$ cat src/rtl/core/bbi2c_pkg.sv
package bbi2c_pkg;

  // Request kinds carried on the input sideband
  typedef enum logic [1:0] {
    REQ_TICK  = 2'd0,
    REQ_START = 2'd1,
    REQ_LOAD  = 2'd2,
    REQ_NONE  = 2'd3
  } req_t;

  // Transfer modes
  typedef enum logic [1:0] {
    MODE_WRITE = 2'd0,
    MODE_READ  = 2'd1,
    MODE_MEMRD = 2'd2,
    MODE_MEMWR = 2'd3
  } mode_t;

  // Bus phases
  typedef enum logic [2:0] {
    PH_START = 3'd0,
    PH_DEV   = 3'd1,
    PH_MEM   = 3'd2,
    PH_RD    = 3'd3,
    PH_WR    = 3'd4,
    PH_STOP  = 3'd5
  } phase_t;

  localparam logic [3:0] RW_BIT   = 4'd7;
  localparam logic [3:0] ACK_BIT  = 4'd8;
  localparam logic       READ_DIR = 1'b1;

  // One result item
  typedef struct packed {
    logic       rejected;
    logic [7:0] rx_byte;
    logic       rx_valid;
    logic       nack_error;
    logic       done_res;
    logic       busy_res;
    logic       sda_out;
    logic       scl_out;
  } result_t;

  // Serial bit of a byte, MSB first; released past the last data bit
  function automatic logic bit_of(input logic [7:0] b, input logic [3:0] cnt);
    logic r;
    if (cnt[3]) begin
      r = 1'b1;
    end else begin
      r = b[~cnt[2:0]];
    end
    return r;
  endfunction

endpackage

$ cat src/rtl/core/bbi2c_store.sv
module bbi2c_store #(
  parameter int BUF_DEPTH = 256,
  parameter int IW        = 8
) (
  input  logic          clk,
  input  logic          wr_en,
  input  logic [7:0]    load_index,
  input  logic [7:0]    load_value,
  input  logic [IW-1:0] rd_addr,
  output logic [7:0]    rd_data
);

  typedef logic [IW-1:0] idx_map_t [256];

  // Load index wrapped to the store depth, built at elaboration
  function automatic idx_map_t load_map_init();
    idx_map_t m;
    for (int i = 0; i < 256; i++) begin
      m[i] = IW'(i % BUF_DEPTH);
    end
    return m;
  endfunction

  localparam idx_map_t LOAD_MAP = load_map_init();

  logic [7:0]    mem [BUF_DEPTH];
  logic [IW-1:0] wr_addr;

  assign wr_addr = LOAD_MAP[load_index];

  // Write port
  always_ff @(posedge clk) begin
    if (wr_en) begin
      mem[wr_addr] <= load_value;
    end
  end

  // Registered read, same-edge write forwarded
  always_ff @(posedge clk) begin
    if (wr_en && (wr_addr == rd_addr)) begin
      rd_data <= load_value;
    end else begin
      rd_data <= mem[rd_addr];
    end
  end

endmodule

$ cat src/rtl/core/bbi2c_ctrl.sv
module bbi2c_ctrl #(
  parameter int BUF_DEPTH = 256,
  parameter int IW        = 8
) (
  input  logic              clk,
  input  logic              rst,
  input  logic              acc,
  input  logic [1:0]        req_type,
  input  logic              sda_in,
  input  logic [1:0]        xfer_mode,
  input  logic [7:0]        device_byte,
  input  logic [15:0]       memory_address,
  input  logic [8:0]        transfer_length,
  input  logic [7:0]        rd_data,
  output logic [IW-1:0]     rd_addr,
  output bbi2c_pkg::result_t res
);

  localparam logic [3:0] RXV_CNT = 4'd7;

  bbi2c_pkg::phase_t phase, phase_next;
  logic [1:0]  mode_reg, mode_reg_next;
  logic        mem_stage, mem_stage_next;
  logic        rw_flag, rw_flag_next;
  logic [3:0]  bit_count, bit_count_next;
  logic [8:0]  byte_pos, byte_pos_next;
  logic [IW-1:0] idx, idx_next;
  logic        nack_seen, nack_seen_next;
  logic        scl_level, scl_level_next;
  logic        sda_level, sda_level_next;
  logic        start_nack_handled, start_nack_handled_next;
  logic        stop_after_ack, stop_after_ack_next;
  logic [7:0]  device_reg, device_reg_next;
  logic [15:0] memaddr_reg, memaddr_reg_next;
  logic [8:0]  length_reg, length_reg_next;
  logic [7:0]  rx_shift, rx_shift_next;
  logic        busy_flag, busy_flag_next;

  logic        done_c, rxv_c, rej_c;
  logic [IW-1:0] idx_inc;
  logic [8:0]  bp_inc;

  assign idx_inc = (idx == IW'(BUF_DEPTH - 1)) ? '0 : idx + 1'b1;
  assign bp_inc  = byte_pos + 9'd1;

  // Next state: one tick of the phase machine, or a start
  always_comb begin
    logic adv;
    logic [7:0] mb;
    phase_next              = phase;
    mode_reg_next           = mode_reg;
    mem_stage_next          = mem_stage;
    rw_flag_next            = rw_flag;
    bit_count_next          = bit_count;
    byte_pos_next           = byte_pos;
    idx_next                = idx;
    nack_seen_next          = nack_seen;
    scl_level_next          = scl_level;
    sda_level_next          = sda_level;
    start_nack_handled_next = start_nack_handled;
    stop_after_ack_next     = stop_after_ack;
    device_reg_next         = device_reg;
    memaddr_reg_next        = memaddr_reg;
    length_reg_next         = length_reg;
    rx_shift_next           = rx_shift;
    busy_flag_next          = busy_flag;
    adv                     = 1'b0;
    mb                      = (byte_pos != 9'd0) ? memaddr_reg[7:0] : memaddr_reg[15:8];

    unique case (bbi2c_pkg::req_t'(req_type))
      bbi2c_pkg::REQ_START: begin
        if (!busy_flag && (transfer_length != 9'd0)) begin
          mode_reg_next    = xfer_mode;
          device_reg_next  = device_byte;
          memaddr_reg_next = memory_address;
          length_reg_next  = transfer_length;
          byte_pos_next    = '0;
          idx_next         = '0;
          bit_count_next   = '0;
          nack_seen_next   = 1'b0;
          mem_stage_next   = 1'b0;
          rw_flag_next     = (xfer_mode == bbi2c_pkg::MODE_READ) ? bbi2c_pkg::READ_DIR
                                                                 : 1'b0;
          phase_next       = bbi2c_pkg::PH_START;
          busy_flag_next   = 1'b1;
        end
      end
      bbi2c_pkg::REQ_TICK: begin
        if (busy_flag) begin
          unique case (phase)
            bbi2c_pkg::PH_START: begin
              if (!scl_level) begin
                scl_level_next = 1'b1;
              end else if (!sda_in) begin
                scl_level_next = 1'b0;
                sda_level_next = 1'b1;
              end else if (nack_seen && !start_nack_handled) begin
                scl_level_next          = 1'b0;
                start_nack_handled_next = 1'b1;
              end else begin
                sda_level_next          = 1'b0;
                start_nack_handled_next = 1'b0;
                adv                     = 1'b1;
              end
            end
            bbi2c_pkg::PH_DEV: begin
              scl_level_next = ~scl_level;
              if (scl_level) begin
                if (bit_count == bbi2c_pkg::RW_BIT) begin
                  sda_level_next = rw_flag;
                end else if (bit_count == bbi2c_pkg::ACK_BIT) begin
                  sda_level_next = 1'b1;
                end else begin
                  sda_level_next = bbi2c_pkg::bit_of(device_reg, bit_count);
                end
              end else if (bit_count == bbi2c_pkg::ACK_BIT) begin
                nack_seen_next = sda_in;
                adv            = 1'b1;
              end else begin
                bit_count_next = bit_count + 4'd1;
              end
            end
            bbi2c_pkg::PH_MEM: begin
              scl_level_next = ~scl_level;
              if (scl_level) begin
                sda_level_next = (bit_count == bbi2c_pkg::ACK_BIT) ? 1'b1
                               : bbi2c_pkg::bit_of(mb, bit_count);
              end else if (bit_count == bbi2c_pkg::ACK_BIT) begin
                nack_seen_next = sda_in;
                if (sda_in || (byte_pos != 9'd0)) begin
                  adv = 1'b1;
                end else begin
                  bit_count_next = '0;
                  byte_pos_next  = 9'd1;
                  idx_next       = idx_inc;
                end
              end else begin
                bit_count_next = bit_count + 4'd1;
              end
            end
            bbi2c_pkg::PH_WR: begin
              scl_level_next = ~scl_level;
              if (scl_level) begin
                sda_level_next = (bit_count == bbi2c_pkg::ACK_BIT) ? 1'b1
                               : bbi2c_pkg::bit_of(rd_data, bit_count);
              end else if (bit_count == bbi2c_pkg::ACK_BIT) begin
                nack_seen_next = sda_in;
                if (sda_in || (byte_pos == length_reg - 9'd1)) begin
                  adv = 1'b1;
                end else begin
                  bit_count_next = '0;
                  byte_pos_next  = bp_inc;
                  idx_next       = idx_inc;
                end
              end else begin
                bit_count_next = bit_count + 4'd1;
              end
            end
            bbi2c_pkg::PH_RD: begin
              scl_level_next = ~scl_level;
              if (scl_level) begin
                if (bit_count == bbi2c_pkg::ACK_BIT) begin
                  byte_pos_next  = bp_inc;
                  idx_next       = idx_inc;
                  sda_level_next = (bp_inc == length_reg);
                end else begin
                  sda_level_next = 1'b1;
                end
              end else if (bit_count != bbi2c_pkg::ACK_BIT) begin
                rx_shift_next  = {rx_shift[6:0], sda_in};
                bit_count_next = bit_count + 4'd1;
              end else begin
                bit_count_next = '0;
                if (byte_pos == length_reg) begin
                  adv = 1'b1;
                end
              end
            end
            default: begin
              // STOP sequence
              if (!scl_level) begin
                scl_level_next = 1'b1;
              end else if (!sda_in) begin
                if (stop_after_ack) begin
                  scl_level_next      = 1'b0;
                  sda_level_next      = 1'b0;
                  stop_after_ack_next = 1'b0;
                end else begin
                  sda_level_next      = 1'b1;
                  stop_after_ack_next = 1'b1;
                  busy_flag_next      = 1'b0;
                end
              end else begin
                scl_level_next = 1'b0;
                sda_level_next = 1'b0;
              end
            end
          endcase
        end
      end
      default: begin
      end
    endcase

    // Phase advance after a START or an ACK slot
    if (adv) begin
      if (nack_seen_next) begin
        phase_next = bbi2c_pkg::PH_STOP;
      end else begin
        case (phase)
          bbi2c_pkg::PH_START: begin
            phase_next     = bbi2c_pkg::PH_DEV;
            bit_count_next = '0;
          end
          bbi2c_pkg::PH_DEV: begin
            bit_count_next = '0;
            byte_pos_next  = '0;
            idx_next       = '0;
            case (bbi2c_pkg::mode_t'(mode_reg))
              bbi2c_pkg::MODE_READ:  phase_next = bbi2c_pkg::PH_RD;
              bbi2c_pkg::MODE_WRITE: phase_next = bbi2c_pkg::PH_WR;
              bbi2c_pkg::MODE_MEMRD: phase_next = mem_stage ? bbi2c_pkg::PH_RD
                                                            : bbi2c_pkg::PH_MEM;
              default:               phase_next = bbi2c_pkg::PH_MEM;
            endcase
          end
          bbi2c_pkg::PH_MEM: begin
            bit_count_next = '0;
            byte_pos_next  = '0;
            idx_next       = '0;
            if (mode_reg == bbi2c_pkg::MODE_MEMRD) begin
              rw_flag_next   = bbi2c_pkg::READ_DIR;
              phase_next     = bbi2c_pkg::PH_START;
              mem_stage_next = 1'b1;
            end else if (mode_reg == bbi2c_pkg::MODE_MEMWR) begin
              phase_next = bbi2c_pkg::PH_WR;
            end
          end
          bbi2c_pkg::PH_RD, bbi2c_pkg::PH_WR: begin
            phase_next = bbi2c_pkg::PH_STOP;
          end
          default: begin
          end
        endcase
      end
    end
  end

  // Outputs: events of this item and the levels after it
  always_comb begin
    done_c = (req_type == bbi2c_pkg::REQ_TICK) && busy_flag
          && (phase == bbi2c_pkg::PH_STOP) && scl_level && !sda_in && !stop_after_ack;
    rxv_c  = (req_type == bbi2c_pkg::REQ_TICK) && busy_flag
          && (phase == bbi2c_pkg::PH_RD) && !scl_level && (bit_count == RXV_CNT);
    rej_c  = (req_type == bbi2c_pkg::REQ_START) && (busy_flag || (transfer_length == 9'd0));
    res.scl_out    = scl_level_next;
    res.sda_out    = sda_level_next;
    res.busy_res   = busy_flag_next;
    res.done_res   = done_c;
    res.nack_error = done_c && nack_seen;
    res.rx_valid   = rxv_c;
    res.rx_byte    = rxv_c ? {rx_shift[6:0], sda_in} : 8'd0;
    res.rejected   = rej_c;
  end

  // Store prefetch address follows the byte position
  assign rd_addr = acc ? idx_next : idx;

  // State registers
  always_ff @(posedge clk) begin
    if (rst) begin
      phase              <= bbi2c_pkg::PH_STOP;
      mode_reg           <= '0;
      mem_stage          <= 1'b0;
      rw_flag            <= 1'b0;
      bit_count          <= '0;
      byte_pos           <= '0;
      idx                <= '0;
      nack_seen          <= 1'b0;
      scl_level          <= 1'b1;
      sda_level          <= 1'b1;
      start_nack_handled <= 1'b0;
      stop_after_ack     <= 1'b1;
      device_reg         <= '0;
      memaddr_reg        <= '0;
      length_reg         <= '0;
      rx_shift           <= '0;
      busy_flag          <= 1'b0;
    end else if (acc) begin
      phase              <= phase_next;
      mode_reg           <= mode_reg_next;
      mem_stage          <= mem_stage_next;
      rw_flag            <= rw_flag_next;
      bit_count          <= bit_count_next;
      byte_pos           <= byte_pos_next;
      idx                <= idx_next;
      nack_seen          <= nack_seen_next;
      scl_level          <= scl_level_next;
      sda_level          <= sda_level_next;
      start_nack_handled <= start_nack_handled_next;
      stop_after_ack     <= stop_after_ack_next;
      device_reg         <= device_reg_next;
      memaddr_reg        <= memaddr_reg_next;
      length_reg         <= length_reg_next;
      rx_shift           <= rx_shift_next;
      busy_flag          <= busy_flag_next;
    end
  end

  // Completion leaves the bus idle in STOP
  a_done_idle: assert property (@(posedge clk) disable iff (rst)
    (acc && done_c) |=> (!busy_flag && (phase == bbi2c_pkg::PH_STOP)))
    else $error("done without returning to idle");

  // A refused start does not disturb a running transfer
  a_rej_hold: assert property (@(posedge clk) disable iff (rst)
    (!rst && acc && rej_c) |=> (busy_flag == $past(busy_flag)))
    else $error("rejected start changed busy");

  // A received byte lands on the ACK slot
  a_rx_ack: assert property (@(posedge clk) disable iff (rst)
    (!rst && acc && rxv_c) |=> (bit_count == bbi2c_pkg::ACK_BIT))
    else $error("rx byte not followed by ACK slot");

  // An idle master leaves SCL released
  a_idle_scl: assert property (@(posedge clk) disable iff (rst)
    !busy_flag |-> scl_level)
    else $error("SCL held low while idle");

endmodule

$ cat src/rtl/core/bbi2c_outreg.sv
module bbi2c_outreg (
  input  logic               clk,
  input  logic               rst,
  input  logic               in_acc,
  input  bbi2c_pkg::result_t in_res,
  output logic               in_ready,
  output logic               m_axis_tvalid,
  input  logic               m_axis_tready,
  output logic [15:0]        m_axis_tdata
);

  logic               valid;
  bbi2c_pkg::result_t data;

  assign in_ready      = !valid || m_axis_tready;
  assign m_axis_tvalid = valid;
  assign m_axis_tdata  = {1'b0, data};

  // Output register valid flag
  always_ff @(posedge clk) begin
    if (rst) begin
      valid <= 1'b0;
    end else if (in_acc) begin
      valid <= 1'b1;
    end else if (m_axis_tready) begin
      valid <= 1'b0;
    end
  end

  // Output payload
  always_ff @(posedge clk) begin
    if (in_acc) begin
      data <= in_res;
    end
  end

endmodule

$ cat src/rtl/core/bitbang_i2c_master_top.sv
// Output: a result is registered onto the master port in the cycle after its input transfer.
// Throughput: one item per cycle while the master port is not stalled; each item is one
//   update of the phase registers; the write store is read ahead through its registered port.
// Reset: synchronous, active high; clears the phase machine to idle STOP with SCL/SDA
//   released and empties the output register. Write store contents are undefined until loaded.
module bitbang_i2c_master_top #(
  parameter int BUF_DEPTH = 256
) (
  input  logic        clk,
  input  logic        rst,
  input  logic        s_axis_tvalid,
  output logic        s_axis_tready,
  // sda_in[0], xfer_mode[2:1], device_byte[10:3], memory_address[26:11],
  // transfer_length[35:27], load_index[43:36], load_value[51:44], zero pad
  input  logic [55:0] s_axis_tdata,
  // req_type[1:0]
  input  logic [1:0]  s_axis_tuser,
  output logic        m_axis_tvalid,
  input  logic        m_axis_tready,
  // scl_out[0], sda_out[1], busy_res[2], done_res[3], nack_error[4],
  // rx_valid[5], rx_byte[13:6], rejected[14], zero pad
  output logic [15:0] m_axis_tdata
);

  localparam int IW = (BUF_DEPTH > 1) ? $clog2(BUF_DEPTH) : 1;

  logic               acc;
  logic               load_en;
  logic [IW-1:0]      rd_addr;
  logic [7:0]         rd_data;
  bbi2c_pkg::result_t res;

  assign acc     = s_axis_tvalid && s_axis_tready;
  assign load_en = acc && (s_axis_tuser == bbi2c_pkg::REQ_LOAD);

  bbi2c_store #(
    .BUF_DEPTH (BUF_DEPTH),
    .IW        (IW)
  ) u_store (
    .clk        (clk),
    .wr_en      (load_en),
    .load_index (s_axis_tdata[43:36]),
    .load_value (s_axis_tdata[51:44]),
    .rd_addr    (rd_addr),
    .rd_data    (rd_data)
  );

  bbi2c_ctrl #(
    .BUF_DEPTH (BUF_DEPTH),
    .IW        (IW)
  ) u_ctrl (
    .clk             (clk),
    .rst             (rst),
    .acc             (acc),
    .req_type        (s_axis_tuser),
    .sda_in          (s_axis_tdata[0]),
    .xfer_mode       (s_axis_tdata[2:1]),
    .device_byte     (s_axis_tdata[10:3]),
    .memory_address  (s_axis_tdata[26:11]),
    .transfer_length (s_axis_tdata[35:27]),
    .rd_data         (rd_data),
    .rd_addr         (rd_addr),
    .res             (res)
  );

  bbi2c_outreg u_outreg (
    .clk           (clk),
    .rst           (rst),
    .in_acc        (acc),
    .in_res        (res),
    .in_ready      (s_axis_tready),
    .m_axis_tvalid (m_axis_tvalid),
    .m_axis_tready (m_axis_tready),
    .m_axis_tdata  (m_axis_tdata)
  );

endmodule

$ cat config.mk
export PLATFORM = sky130hd
export DESIGN_NAME = bitbang_i2c_master_top
export DESIGN_NICKNAME = d
export VERILOG_FILES = /design/src/rtl/core/bbi2c_pkg.sv /design/src/rtl/core/bbi2c_store.sv /design/src/rtl/core/bbi2c_ctrl.sv /design/src/rtl/core/bbi2c_outreg.sv /design/src/rtl/core/bitbang_i2c_master_top.sv
export SDC_FILE = /design/constraint.sdc
export NUM_CORES = 2
export LEC_CHECK = 0
export ABC_AREA = 1
export BUFFER_PORTS_ARGS = -buffer_cell sky130_fd_sc_hd__buf_4
export CAP_MARGIN = 0
export CORE_ASPECT_RATIO = 1.2
export CORE_MARGIN = 2
export CORE_UTILIZATION = 33
export DETAILED_ROUTE_END_ITERATION = 12
export SYNTH_ARGS = -nofsm -noshare
export SYNTH_HDL_FRONTEND = slang
export SYNTH_SLANG_ARGS = --single-unit
$ cat constraint.sdc
create_clock -name clk -period 6.33 [get_ports clk]
set_clock_uncertainty 0.15 [all_clocks]
set_input_delay 0.9495 -clock clk [delete_from_list [all_inputs] [get_ports clk]]
set_output_delay 0.9495 -clock clk [all_outputs]
set_load 0.1 [all_outputs]
Word level (Yosys, flattened, before mapping)
Memories as Yosys holds them, arrays and structs flattened. A register that Yosys moved wholly into a read port is not among the register bits.
Index checks and enable logic that the tools add are counted.
{"block": "word_totals", "regBits": 90, "ram_bits": 2048, "rom_bits": 2048, "in_bits": 62, "out_inout_bits": 18, "memories": 2}
{"name": "(name not given)", "depth": 256, "width": 8, "rd": 1, "rd_ports_with_merged_regs": 0, "wr": 0, "line_no": "bbi2c_store.sv:29", "source": "assign wr_addr = LOAD_MAP[load_index];"}
{"name": "u_store.mem", "depth": 256, "width": 8, "rd": 1, "rd_ports_with_merged_regs": 1, "wr": 1, "line_no": "bbi2c_store.sv:26", "source": "logic [7:0] mem [BUF_DEPTH];"}
{"block": "classes", "add_sub_neg": 4, "n_lt_le_gt_ge": 2, "eq_ne": 18, "mux": 141, "bitwise": 5, "reduce_logical": 41}
{"cell": "8-bit two-way mux", "count": 18}
{"cell": "9-bit two-way mux", "count": 13}
{"cell": "1-bit two-way mux", "count": 73}
{"cell": "4-bit two-way mux", "count": 15}
{"cell": "9-bit equality test", "count": 3}
{"cell": "9-bit case mux with 3 select lines", "count": 1}
{"cell": "8-bit case mux with 3 select lines", "count": 1}
{"cell": "3-bit two-way mux", "count": 6}
{"cell": "9-bit case mux with 2 select lines", "count": 1}
{"cell": "6-bit AND reduction", "count": 3}
{"cell": "9-bit nonzero test", "count": 2}
{"cell": "4-bit case mux with 4 select lines", "count": 1}
{"cell": "8-bit case mux with 2 select lines", "count": 1}
{"cell": "1-bit logical AND", "count": 14}
{"cell": "3-bit case mux with 4 select lines", "count": 1}
{"cell": "1-bit case mux with 5 select lines", "count": 2}
{"cell": "9-bit by 1-bit adder with 9-bit output (second input constant)", "count": 1}
{"cell": "1-bit binary-select mux with 3-bit select", "count": 3}
{"cell": "9-bit greater-or-equal comparator (second input constant)", "count": 1}
{"cell": "9-bit logical NOT", "count": 1}
{"cell": "8-bit NOT with 9-bit output", "count": 1}
{"cell": "3-bit case mux with 3 select lines", "count": 1}
{"cell": "9-bit by 1-bit subtractor with 9-bit output (second input constant)", "count": 1}
{"cell": "8-bit by 1-bit adder with 8-bit output (second input constant)", "count": 1}
{"cell": "25 further kinds", "count": 46}

Longest topological paths before layout
{"block": "logic_depth", "depth_word": 13, "ltp_mapped": 23, "depth_no_buf": 19}

By module
A second synthesis with hierarchy kept.
{"block": "hier_totals", "hier_cells": 7982, "area_unflattened_um2": 89564.6}
{"module": "bbi2c_store", "n_inst": 1, "cells_each": 7001, "area_each_um2": 83393.7}
{"module": "bbi2c_ctrl", "n_inst": 1, "cells_each": 954, "area_each_um2": 5647.9}
{"module": "bbi2c_outreg", "n_inst": 1, "cells_each": 22, "area_each_um2": 504.2}
{"module": "bitbang_i2c_master_top", "n_inst": 1, "cells_each": 5, "area_each_um2": 18.8}

Least setup slack after synthesis
Ideal clock, no wire load.
{"block": "synth_timing", "path_kind": "input to register", "from": "input port m_axis_tready", "to": "memory u_store.mem[10][0], enable pin", "arrival_ps": 3616, "required_ps": 5810, "path_slack_ps": 2194, "cell_stages": 9, "path_cell_list": "inv_1 nand2_1 nand2_1 nor3_1 inv_1 nor3_1 nand3_1 clkbuf_1 nor2_1"}
{"block": "synth_between", "elab_chain_len": 5}
{"item": "from (decl)", "line_no": "bitbang_i2c_master_top.sv:19", "source": "input logic m_axis_tready,"}
{"item": "1-bit logical OR", "line_no": "bbi2c_outreg.sv:15", "source": "assign in_ready = !valid || m_axis_tready;"}
{"item": "via s_axis_tready", "line_no": "bitbang_i2c_master_top.sv:12", "source": "output logic s_axis_tready,"}
{"item": "1-bit logical AND", "line_no": "bitbang_i2c_master_top.sv:33", "source": "assign acc = s_axis_tvalid && s_axis_tready;"}
{"item": "1-bit logical AND", "line_no": "bitbang_i2c_master_top.sv:34", "source": "assign load_en = acc && (s_axis_tuser == bbi2c_pkg::REQ_LOAD);"}
{"item": "1-bit two-way mux", "line_no": "bbi2c_store.sv:33", "source": "if (wr_en) begin"}
{"item": "1-bit two-way mux (implied by the code)", "line_no": "bbi2c_store.sv:34", "source": "mem[wr_addr] <= load_value;"}
{"item": "to (decl)", "line_no": "bbi2c_store.sv:26"}
The timed path passes the listed nets, and every way through them passes these cells.

==> results.sh <==
export IMPL_worst_slew_pin_slew_ns=1.380
export IMPL_first_global_vias=56170
export IMPL_clkSinkCount=2146
export IMPL_cts_buffer_depth=3
export IMPL_wl_met2_um=116700
export IMPL_hold_buffers=0
export IMPL_numCtsBuffers=211
export IMPL_syn_nets=7914
export IMPL_clk_latency_ns=0.86
export IMPL_timing_fmax_mhz=218.5
export IMPL_fp_dieH_um=571.8
export IMPL_slew_headroom=0.07972
export IMPL_path_cells="inv_8 -> buf_12 -> buf_4 -> nand2_1 -> nand3_1 -> nand3_1 -> nand3_1 -> nand3_1 -> nand3_1 -> nand3_1 -> nand3_1 -> nand2_1 -> nand2_1 -> nand2_1 -> nor2_1 -> nand2_1 -> nand3_1 -> nand3_1 -> nand4_1 -> nand2_1 -> inv_1"
export IMPL_crit_type="flip-flop to flip-flop"
export IMPL_cts_resized=0
export IMPL_postCtsSetupBuffers=0
export IMPL_maxSlewViolCount=0
export IMPL_hold_class="input pin to flip-flop"
export IMPL_dieArea_sq_mm=0.2729
export IMPL_synth_seq_cells=2146
export IMPL_drc=0
export IMPL_met1_length_um=97460
export IMPL_antenna_found_initial=14
export IMPL_status="finished, final reports clean"
export IMPL_grt_pass1_wl_um=358100
export IMPL_final_common_cell="nand2_1"
export IMPL_avgSynthCellArea_sq_um=11.30
export IMPL_drtPass1Iterations=9
export IMPL_nNetsFinal=7781
export IMPL_leakagePower_nw=33.71
export IMPL_cts_tree="built"
export IMPL_holdCritStartpoint="s_axis_tdata[30]"
export IMPL_rsz0062_at_grt="no"
export IMPL_placementRows=208
export IMPL_via_count=59220
export IMPL_synthTopCellsByArea="edfxtp_1 (70%), nand3_1 (11%), nand2_1 (9.9%), dfxtp_1 (1.9%), nor2_1 (1.5%)"
export IMPL_layout_cells_most_common_list="nand2_1 (2,329), edfxtp_1 (2,063), nand3_1 (2,027)"
export IMPL_cp_end_kind="flip-flop"
export IMPL_synth_area_sq_mm=0.08866
export IMPL_ant_nets=0
export IMPL_fin_util=0.3714
export IMPL_grt_max_degree=179
export IMPL_power_mw=28.91
export IMPL_design_area_sq_mm=0.09925
export IMPL_min_period_ns=4.577
export IMPL_setup_viol=0
export IMPL_path_max_fanout=143
export IMPL_grtUsageTotal=0.1717
export IMPL_synth_warnings=0
export IMPL_cp_start_kind="flip-flop"
export IMPL_core_sq_mm=0.2673
export IMPL_clk_pin_slew_worst_paths_ns=0.06
export IMPL_routedWlPerCell_um=21.05
export IMPL_fillers=25590
export IMPL_grt_ovfl_total=0
export IMPL_arrival_ns=5.17
export IMPL_port_buffers=74
export IMPL_cpMostUsedCell="nand3_1"
export IMPL_die_width_um=477.2
export IMPL_crit_required_ns=6.92
export IMPL_seq_area_frac_synth=0.7175
export IMPL_hold_viol=0
export IMPL_initial_core_util=0.3317
export IMPL_gp_congestion=0.8713
export IMPL_powerDensity_mw_per_mm2=291.2
export IMPL_drive_gt1_frac=0.06365
export IMPL_via_per_inst=5.166
export IMPL_tns_ns=0
export IMPL_place_area_sq_mm=0.09257
export IMPL_largest_reg_flops=2048
export IMPL_slowest_delay_ns=0.55
export IMPL_fin_crit_sh=0.7231
export IMPL_whs_ns=0.1685
export IMPL_dr_first_iter_drc_count=6308
export IMPL_htree_levels=4
export IMPL_synth_top_cell_area_share=0.6987
export IMPL_synth_cells=7845
export IMPL_ios=80
export IMPL_highest_layer="met5"
export IMPL_place_hpwl_um=135100
export IMPL_yosys_area_top_type="edfxtp_1"
export IMPL_dr_wl_met3_um=17950
export IMPL_wl_um=241200
export IMPL_syn_to_final_growth_pct=11.95
export IMPL_ys_types=47
export IMPL_cap_violations=0
export IMPL_ir_drop_mv=0.2038
export IMPL_cp_slowest_cell="inv_8"
export IMPL_cts_root_buf="clkbuf_16"
## worst paths after layout
path	to	slack, ns	depth (start not counted)
max	u_outreg.m_axis_tdata[1]$_DFFE_PP_	1.75	21
min	u_ctrl.length_reg[3]$_SDFFE_PP0P_	0.17	3
max reg2reg	u_outreg.m_axis_tdata[1]$_DFFE_PP_	1.75	21
min reg2reg	u_ctrl.device_reg[1]$_SDFFE_PP0P_	0.30	2
## worst max-delay path, delay by kind of cell (launching register included)
kind          cells  cell delay (ns)
buf+inv           4             1.58
simple gates     17             1.84
flops             1             0.40
## stage by stage
stage	setup slack (ns)	instances
2_1_floorplan	2.194	7845
3_3_place_gp	1.350	11070
3_5_place_dp	1.373	11070
4_1_cts	1.930	11460
5_1_grt	1.556	11460
6_report	1.753	11460
## cells in the mapped netlist (all sizes together)
cell	n
nand2	2351
edfxtp	2063
nand3	2029
nor2	360
buf	326
clkbuf	192
inv	119
o21ai	108
a21oi	102
dfxtp	83
nor3	15
xor2	13
nand4	12
o211ai	10
nor4	9
a31oi	7
ha	7
clkinv	5
o2111ai	5
xnor2	4
a211oi	3
o21a	3
o21bai	3
a221oi	2
a31o	2
nand3b	2
o22ai	2
or2	2
a2111oi	1
conb	1
nor3b	1
o221ai	1
o311ai	1
o31ai	1
## metal layers
layer  GRT usage  up-vias
li1            -    27440
met1      0.2244    28990
met2      0.2871     2342
met3     0.02672      442
met4     0.06642        6
met5           0        -
## logic make-up (layout without fill, tap and decap cells)
kind of cell | after synthesis | in the layout | synth area share
flops | 2146 | 2146 | 0.7175
simple gates | 4781 | 4781 | 0.2326
buf+inv | 642 | 684 | 0.03167
compound gates | 251 | 251 | 0.01549
other cells | 1 | 7 | 0.00004230
xor+xnor | 17 | 17 | 0.001764
fa+ha+maj | 7 | 7 | 0.0009878
## power by group
group / switching (mW) / internal [mW]
Clock: 5.44 / 6.72
Combinational: 0.902 / 0.245
Sequential: 0.0259 / 15.6
## cell type report
type	count	area, sq um	share of cell area
Antenna cell	6	15.01	0.0001513
Clock buffer	263	5507	0.05548
Clock inverter	125	1160	0.01169
Inverter	124	490.5	0.004942
Multi-Input combinational cell	5057	22280	0.2245
Sequential cell	2146	63630	0.6411
Tap cell	3570	4467	0.04500
Timing Repair Buffer	172	1702	0.01714
(Power assumes the default switching activity.)
